## src/rtl/ffba_pkg.sv

```systemverilog
// Shared types and constants for the first-fit block allocator.
package ffba_pkg;

  localparam logic [1:0] FN_ALLOC   = 2'd0;
  localparam logic [1:0] FN_FREE    = 2'd1;
  localparam logic [1:0] FN_REALLOC = 2'd2;

  localparam logic [2:0] ST_OK        = 3'd0;
  localparam logic [2:0] ST_ZERO      = 3'd1;
  localparam logic [2:0] ST_EXHAUSTED = 3'd2;
  localparam logic [2:0] ST_FULL      = 3'd3;
  localparam logic [2:0] ST_UNKNOWN   = 3'd4;
  localparam logic [2:0] ST_DOUBLE    = 3'd5;

  localparam logic REG_HEAP_BASE  = 1'b0;
  localparam logic REG_HEAP_LIMIT = 1'b1;

  localparam logic [31:0] RST_HEAP_BASE  = 32'd4096;
  localparam logic [31:0] RST_HEAP_LIMIT = 32'hFFFF_FFFF;

  typedef struct packed {
    logic [31:0] start;
    logic [31:0] bytes;
    logic        is_free;
  } ent_t;

  typedef enum logic [1:0] {
    RES_NONE,
    RES_HIT,
    RES_NEW,
    RES_ADDR
  } res_sel_t;

  typedef enum logic [3:0] {
    S_IDLE,
    S_DECODE,
    S_SCAN_FIND,
    S_FOUND,
    S_SCAN_FIT,
    S_APPEND,
    S_COMMIT,
    S_RELEASE,
    S_RESP
  } state_t;

  typedef struct packed {
    logic       load;
    logic       scan_clr;
    logic       scan_run;
    logic       fit;
    logic       latch_k;
    logic       wr_hit_used;
    logic       wr_k_free;
    logic       append;
    logic       calc;
    logic       set_res;
    res_sel_t   res_sel;
    logic [2:0] st;
    logic       copy_set;
    logic       out_load;
  } cmd_t;

  typedef struct packed {
    logic [1:0] func;
    logic       size_zero;
    logic       addr_null;
    logic       hit;
    logic       done;
    logic       k_free;
    logic       fits_k;
    logic       full;
    logic       exhausted;
    logic       out_free;
  } sts_t;

endpackage

```

## src/rtl/ffba_ctrl.sv

```systemverilog
// Controller state machine: sequences lookup, first-fit scan, append, release and reply.
module ffba_ctrl import ffba_pkg::*; (
  input  logic clk,
  input  logic rst_n,
  input  logic in_valid,
  output logic in_ready,
  input  sts_t sts,
  output cmd_t cmd
);

  state_t state_r, state_nxt;

  always_ff @(posedge clk) begin
    if (!rst_n) begin
      state_r <= S_IDLE;
    end else begin
      state_r <= state_nxt;
    end
  end

  always_comb begin
    state_nxt = state_r;
    cmd       = '0;
    in_ready  = 1'b0;
    case (state_r)
      S_IDLE: begin
        in_ready = 1'b1;
        if (in_valid) begin
          cmd.load  = 1'b1;
          state_nxt = S_DECODE;
        end
      end
      S_DECODE: begin
        if (sts.func == FN_ALLOC || (sts.func == FN_REALLOC && sts.addr_null)) begin
          if (sts.size_zero) begin
            cmd.set_res = 1'b1;
            cmd.st      = ST_ZERO;
            state_nxt   = S_RESP;
          end else begin
            cmd.scan_clr = 1'b1;
            state_nxt    = S_SCAN_FIT;
          end
        end else if ((sts.func == FN_FREE || sts.func == FN_REALLOC) && !sts.addr_null) begin
          cmd.scan_clr = 1'b1;
          state_nxt    = S_SCAN_FIND;
        end else begin
          cmd.set_res = 1'b1;
          cmd.st      = ST_OK;
          state_nxt   = S_RESP;
        end
      end
      S_SCAN_FIND: begin
        if (sts.hit) begin
          cmd.latch_k = 1'b1;
          state_nxt   = S_FOUND;
        end else if (sts.done) begin
          cmd.set_res = 1'b1;
          cmd.st      = ST_UNKNOWN;
          state_nxt   = S_RESP;
        end else begin
          cmd.scan_run = 1'b1;
        end
      end
      S_FOUND: begin
        if (sts.k_free) begin
          cmd.set_res = 1'b1;
          cmd.st      = ST_DOUBLE;
          state_nxt   = S_RESP;
        end else if (sts.func == FN_FREE) begin
          cmd.wr_k_free = 1'b1;
          cmd.set_res   = 1'b1;
          cmd.st        = ST_OK;
          state_nxt     = S_RESP;
        end else if (sts.fits_k) begin
          cmd.set_res = 1'b1;
          cmd.res_sel = RES_ADDR;
          cmd.st      = ST_OK;
          state_nxt   = S_RESP;
        end else begin
          cmd.scan_clr = 1'b1;
          state_nxt    = S_SCAN_FIT;
        end
      end
      S_SCAN_FIT: begin
        cmd.fit = 1'b1;
        if (sts.hit) begin
          cmd.wr_hit_used = 1'b1;
          cmd.set_res     = 1'b1;
          cmd.res_sel     = RES_HIT;
          cmd.st          = ST_OK;
          state_nxt       = (sts.func == FN_REALLOC && !sts.addr_null) ? S_RELEASE : S_RESP;
        end else if (sts.done) begin
          state_nxt = S_APPEND;
        end else begin
          cmd.scan_run = 1'b1;
        end
      end
      S_APPEND: begin
        cmd.calc  = 1'b1;
        state_nxt = S_COMMIT;
      end
      S_COMMIT: begin
        cmd.set_res = 1'b1;
        if (sts.full) begin
          cmd.st    = ST_FULL;
          state_nxt = S_RESP;
        end else if (sts.exhausted) begin
          cmd.st    = ST_EXHAUSTED;
          state_nxt = S_RESP;
        end else begin
          cmd.append  = 1'b1;
          cmd.res_sel = RES_NEW;
          cmd.st      = ST_OK;
          state_nxt   = (sts.func == FN_REALLOC && !sts.addr_null) ? S_RELEASE : S_RESP;
        end
      end
      S_RELEASE: begin
        cmd.wr_k_free = 1'b1;
        cmd.copy_set  = 1'b1;
        state_nxt     = S_RESP;
      end
      S_RESP: begin
        if (sts.out_free) begin
          cmd.out_load = 1'b1;
          state_nxt    = S_IDLE;
        end
      end
      default: begin
        state_nxt = S_IDLE;
      end
    endcase
  end

endmodule

```

## config.mk

```make
export PLATFORM = sky130hd
export DESIGN_NAME = ffba_ctrl
export DESIGN_NICKNAME = d
export VERILOG_FILES = /design/src/rtl/ffba_pkg.sv /design/src/rtl/ffba_ctrl.sv
export SDC_FILE = /design/constraint.sdc
export NUM_CORES = 1
export LEC_CHECK = 0
export BUFFER_PORTS_ARGS = -buffer_cell sky130_fd_sc_hd__buf_2
export CORE_ASPECT_RATIO = 0.9
export CORE_MARGIN = 2
export CORE_UTILIZATION = 42
export DETAILED_ROUTE_END_ITERATION = 7
export PLACE_DENSITY = 0.72
export SKIP_CTS_REPAIR_TIMING = 1
export SLEW_MARGIN = 40
export SYNTH_ARGS = -nofsm -noshare
export SYNTH_HDL_FRONTEND = slang
export SYNTH_SLANG_ARGS = --single-unit
```

## constraint.sdc

```tcl
create_clock -name clk -period 1.4 [get_ports clk]
set_input_delay 0.28 -clock clk [delete_from_list [all_inputs] [get_ports clk]]
set_output_delay 0.28 -clock clk [all_outputs]
set_load 0.01 [all_outputs]
```

==> summary.md, run 1 <==
| Metric | Value |
|---|---|
| Vias in the first global route | `911` |
| Port bufs | `31` |
| Register bit total from synthesis | `4` |
| Final Util | `85.2%` |
| Nets | `176` |
| Fillers | `90` |
| Routability cong. | `0.903` |
| Sequential share of the synthesized area | `11.1%` |
| Tcrit/Tclk final | `127%` |
| Reg2reg end | `state_r[3]` |
| Synth cell count leaders | `nor2_1 (10), a21oi_1 (7), nand2_1 (5)` |
| Pre-CTS setup slack | `-341 ps` |
| Yosys warnings | `0` |
| Synth Cell Area | `724 sq um` |
| CP arrival | `1500 ps` |
| Unrepaired setup endpoints after global routing | `yes` |
| Dominant cells by area after synthesis | `dfxtp_1 (11%), buf_6 (6.2%), nand2b_4 (5.7%)` |
| Max cap viols | `0` |
| Clock skew | `4.39 ps` |
| DR WL met2 | `1560 microns` |
| Reg2reg setup slack | `-200 ps` |
| Layout cells sized above 1 | `64.3%` |
| Routed wire length per instance | `17.5 microns` |
| Longest Clk Path Bufs | `2` |
| Average vias per placed instance | `5.82` |
| Die area | `0.00207 sq mm` |
| Rel. slew slack | `69.1%` |
| Initial antenna violation count | `0` |
| Largest Register | `state_r` |
| Syn Inst Count | `96` |
| PwrDens | `533 mW/mm^2` |
| CP Data Required Time | `1120 ps` |
| Starting Density | `44.0%` |
| Area fraction of the dominant cell type after synthesis | `11.1%` |
| Status | `finished, violations left` |
| Cts bufs inserted | `3` |
| Die width | `47.8 microns` |
| Crit path kind | `register to output port` |
| Vias | `1054` |
| Critical Path Start Type | `register` |
| Area Growth Syn to Fin | `93.6%` |
| Routed WL | `3170 microns` |
| Min-delay worst type | `input port to register` |
| Std-Cell Rows | `14` |
| Drt first pass iters | `4` |
| Total power draw | `748 uW` |
| Worst Setup SP | `state_r[1]` |
| Achievable clock frequency | `563 MHz` |
| Post-synth top area cell | `dfxtp_1` |
| DRT iter0 DRCs | `47` |
| Post-DP HPWL | `1880 microns` |
| Non-filler cells, final | `181` |
| Number of remaining DRC errors | `0` |
| Clk_lat worst skew | `240 ps` |
| Root Driver | `clkbuf_4` |
| Violations in the final reports | `negative setup slack` |
| Final hold viol count | `0` |
| WL met3 | `176 microns` |
| Final Max Slew Viols | `0` |
| Gr ovfl total | `0` |
| Uppermost layer routed | `met4` |
| Clk pin slew, worst setup/hold paths | `40 ps` |
| Ys flop type | `dfxtp_1` |
| Final setup viols | `21` |
| Largest regs | `state_r: 4 flops` |
| Met1 WL | `1300 microns` |
| Die height | `43.4 microns` |
| Syn nets | `113` |
| CP endpoint kind | `output port` |
| IO Pins | `32` |
| Crit path max fanout | `5` |
| Fin worst setup slack | `-376 ps` |
| Placed cell areas | `0.00108 sq mm` |
| First-pass GRT wire length | `3770 microns` |
| Fin area | `0.00140 sq mm` |
| All-layer global routing usage | `24.9%` |
| Reg2Reg Depth | `5` |
| CORE AREA | `0.00165 sq mm` |
| Post-route ant nets | `0` |
| CTS H-tree lvls | `1` |
| Slew of the pin with the lowest slew margin | `461 ps` |
| Worst Setup EP | `cmd[7]` |
| Count leader, synth | `nor2_1` |
| Largest net degree at the start of global routing | `13` |
| Placed Cells | `167` |
| Critical R2R Launch | `state_r[1]` |
| Worst IR Drop VDD | `0.288 mV` |
| Post-synth EDFFs | `0` |
| Ant diodes | `0` |
| Yosys cell types | `39` |
| Max FFs per register | `4` |
| # clock sinks | `4` |
| Fin crit period | `1780 ps` |
| CTS tree | `built` |
| Share of synthesized registers carrying an async set or reset | `0%` |
| Syn_area_per_cell | `7.55 sq um` |
| Pleak | `0.000663 uW` |
==> kinds of logic (layout without fill, tap and decap cells) <==
group,Yosys count,count (layout),share of synthesized area [%]
compound gates,22,22,20.6
xor+xnor,1,1,1.21
fa+ha+maj,3,3,5.18
buf+inv,11,72,10.7
flops,4,4,11.1
mux,1,1,1.38
simple gates,54,54,49.9
==> final cells by class <==
| class | count | area [sq um] | area share, % |
|---|---|---|---|
| Multi-Input combinational cell | 81 | 736 | 52.5 |
| Timing Repair Buffer | 65 | 502 | 35.8 |
| Sequential cell | 4 | 92.6 | 6.60 |
| Tap cell | 24 | 30.0 | 2.14 |
| Clock buffer | 3 | 22.5 | 1.61 |
| Inverter | 4 | 20.0 | 1.43 |
==> worst min-delay path by stage <==
stage,startpoint,end,depth (start not counted)
floorplan,rst_n,state_r[1],2
global placement,rst_n,state_r[1],3
detailed placement,rst_n,state_r[0],3
CTS,rst_n,state_r[0],3
global route,rst_n,state_r[1],3
finish,rst_n,state_r[1],3
==> metrics by stage <==
stage | setup TNS [ps] | hold slack [ps]
3_5_place_dp | -1340 | 540
2_1_floorplan | -19.4 | 393
5_1_grt | -5490 | 315
3_3_place_gp | -1140 | 539
4_1_cts | -5150 | 288
6_report | -4390 | 294
==> metal layers <==
metal / vias to the layer above / GRT usage, %
li1: 478 / -
met1: 500 / 32.0
met2: 58 / 41.1
met3: 18 / 2.50
met4: 0 / 10.8
met5: - / 0
==> report_power, final <==
| part | switching (uW) | internal (uW) |
|---|---|---|
| clock | 55.0 | 96.4 |
| combinational | 209 | 246 |
| sequential | 19.4 | 123 |
==> critical path, stage by stage (launching register included) <==
cell and delay (ps):
dfxtp_4 360, nand2b_4 140, nand2b_4 140, o32a_1 360
o41ai_4 70, buf_2 170
==> layout by cell type (no fill, tap or decap), drive strengths merged, types with 2 or more instances in the layout <==
cell and n:
a211oi 3, a21oi 7, and3 4, buf 65, clkbuf 3, dfxtp 4
ha 3, inv 4, nand2 5, nand2b 5, nand3 2, nand3b 4
nand4bb 2, nor2 12, nor2b 4, nor3 6, nor4 5, o21ai 3
No activity file was read; power rests on OpenSTA's default activity.
==> run 2, diff against run 1 <==
- CORE_MARGIN: 2 -> 5
- PLACE_DENSITY: 0.72 -> 0.75
- SKIP_LAST_GASP: unset -> 1
==> run 2 against run 1 <==
The flow still finishes with violations (negative setup slack). Fmax decreased by 0.89%. Wire length increased by 8.0%. Sequential power about the same. Clock power about the same. Sequential share of layout area decreased by 0.094 points. Total power decreased by 1.2%.
==> summary.md, run 2 (synthesis gave the netlist of run 1 again) <==
| Metric | Value |
|---|---|
| Die area | `0.00266 sq mm` |
| DRT iter0 DRCs | `33` |
| Crit path buf inv count | `3` |
| Clk_lat worst skew | `240 ps` |
| Fin Hold WS | `313 ps` |
| Fin crit period | `1790 ps` |
| Fin worst setup slack | `-392 ps` |
| Ant diodes | `0` |
| Port bufs | `31` |
| Average vias per placed instance | `5.89` |
| Root Driver | `clkbuf_4` |
| Die width | `53.8 microns` |
| Final Max Slew Viols | `0` |
| Number of remaining DRC errors | `0` |
| IO Pins | `32` |
| Area Growth Syn to Fin | `102%` |
| Largest Register | `state_r` |
| Final hold viol count | `0` |
| Final Util | `87.8%` |
| All-layer global routing usage | `19.0%` |
| Vias in the first global route | `918` |
| Worst IR Drop VDD | `0.309 mV` |
| Die height | `49.4 microns` |
| First-pass GRT wire length | `3950 microns` |
| Min-delay worst type | `input port to register` |
| Part of the power in registers | `19.1%` |
| Rel. slew slack | `77.2%` |
| Crit-path cells | `buf_12 -> clkbuf_4 -> nand2_1 -> nor3_1 -> buf_2` |
| Switch share | `38.3%` |
| Vias | `1078` |
| CTS tree | `built` |
| Unrepaired setup endpoints after global routing | `yes` |
| Drt first pass iters | `4` |
| # clock sinks | `4` |
| Nets | `178` |
| Tcrit/Tclk final | `128%` |
| Starting Density | `43.5%` |
| Cts bufs inserted | `3` |
| Pleak | `0.000678 uW` |
| Setup tns final | `-3960 ps` |
| Routability cong. | `0.914` |
| Layout cells sized above 1 | `66.7%` |
| Max cap viols | `0` |
| Most common library cell in the layout ignoring fill and taps | `buf_2` |
| Commonest non-fill, non-tap cells in the layout | `buf_2 (26), buf_4 (24), buf_6 (13)` |
| Initial antenna violation count | `0` |
| Routed WL | `3420 microns` |
| PwrDens | `506 mW/mm^2` |
| Gr ovfl total | `0` |
| Delay of the slowest critical-path stage | `370 ps` |
| Slew of the pin with the lowest slew margin | `339 ps` |
| CP arrival | `1510 ps` |
| CP top delay family | `buffers and inverters` |
| Comb power frac | `60.6%` |
| Largest regs | `state_r: 4 flops` |
| Critical path's slowest cell | `dfxtp_4` |
| Violations in the final reports | `negative setup slack` |
| Routed wire length per instance | `18.7 microns` |
| Achievable clock frequency | `558 MHz` |
| Status | `finished, violations left` |
| Pint | `456 uW` |
| Max FFs per register | `4` |
| Total power draw | `740 uW` |
| Largest net degree at the start of global routing | `16` |
| Clock skew | `2.78 ps` |
| Clk pwr share | `20.3%` |
| CP endpoint kind | `output port` |
| CP Data Required Time | `1120 ps` |
| Std-Cell Rows | `14` |
| Post-route ant nets | `0` |
| CORE AREA | `0.00166 sq mm` |
| Critical Path Start Type | `register` |
| CTS H-tree lvls | `1` |
| Clk pin slew, worst setup/hold paths | `40 ps` |
| Post-DP HPWL | `1910 microns` |
| Longest Clk Path Bufs | `2` |
| Crit path max fanout | `7` |
| P_sw | `283 uW` |
| Final setup viols | `21` |
| Crit path kind | `register to output port` |
run 2: cell count changes in the layout (fill, tap and decap cells not counted), sizes merged:
cell and change:
buf +1, clkbuf +1
run 2: final cells by class:
class                   count  area (sq um)
clock buffers               3          22.5
fillers                    80           203
inverters                   4          20.0
multi-input cells          81           769
flip-flops and latches      4          95.1
well taps                  24          30.0
repair buffers             67           524
run 2: path summary, 6_finish.rpt:
| check | slack (ps) | end | startpoint | cells past startpoint |
|---|---|---|---|---|
| worst min-delay path | 310 | state_r[0] | rst_n | 3 |
| worst max-delay path | -390 | cmd[12] | state_r[1] | 5 |
| worst min register to register | 700 | state_r[0] | state_r[3] | 4 |
| worst max register to register | -80 | state_r[2] | state_r[3] | 7 |
run 2: power by group through the flow:
stage / registers [uW] / clock network (uW) / logic (uW)
2_1_floorplan: 129 / 0 / 201
3_3_place_gp: 138 / 0 / 305
3_5_place_dp: 138 / 0 / 311
4_1_cts: 137 / 149 / 312
5_1_grt: 142 / 166 / 479
6_report: 141 / 150 / 448
run 2: metrics by stage:
step                      instances  setup slack, ps  area, sq um
after CTS                       169             -442         1090
after global placement          166             -296         1070
final                           183             -392         1460
after detailed placement        166             -335         1070
after global routing            183             -454         1460
after floorplan                  96            -19.4          782
run 2: worst min-delay path, stage by stage:
cell     delay, ps
buf_2          130
nand2_1         70
a21oi_2         30
run 2: layer usage:
| layer | share of wire, % | global-route usage (%) | vias to the layer above | wire length, microns |
|---|---|---|---|---|
| met5 | 0 | 0 | - | 0 |
| met4 | 3.6 | 3.83 | 0 | 124 |
| met3 | 6.1 | 1.53 | 16 | 210 |
| met2 | 51 | 34.1 | 58 | 1740 |
| met1 | 39 | 23.7 | 520 | 1350 |
| li1 | - | - | 484 | - |
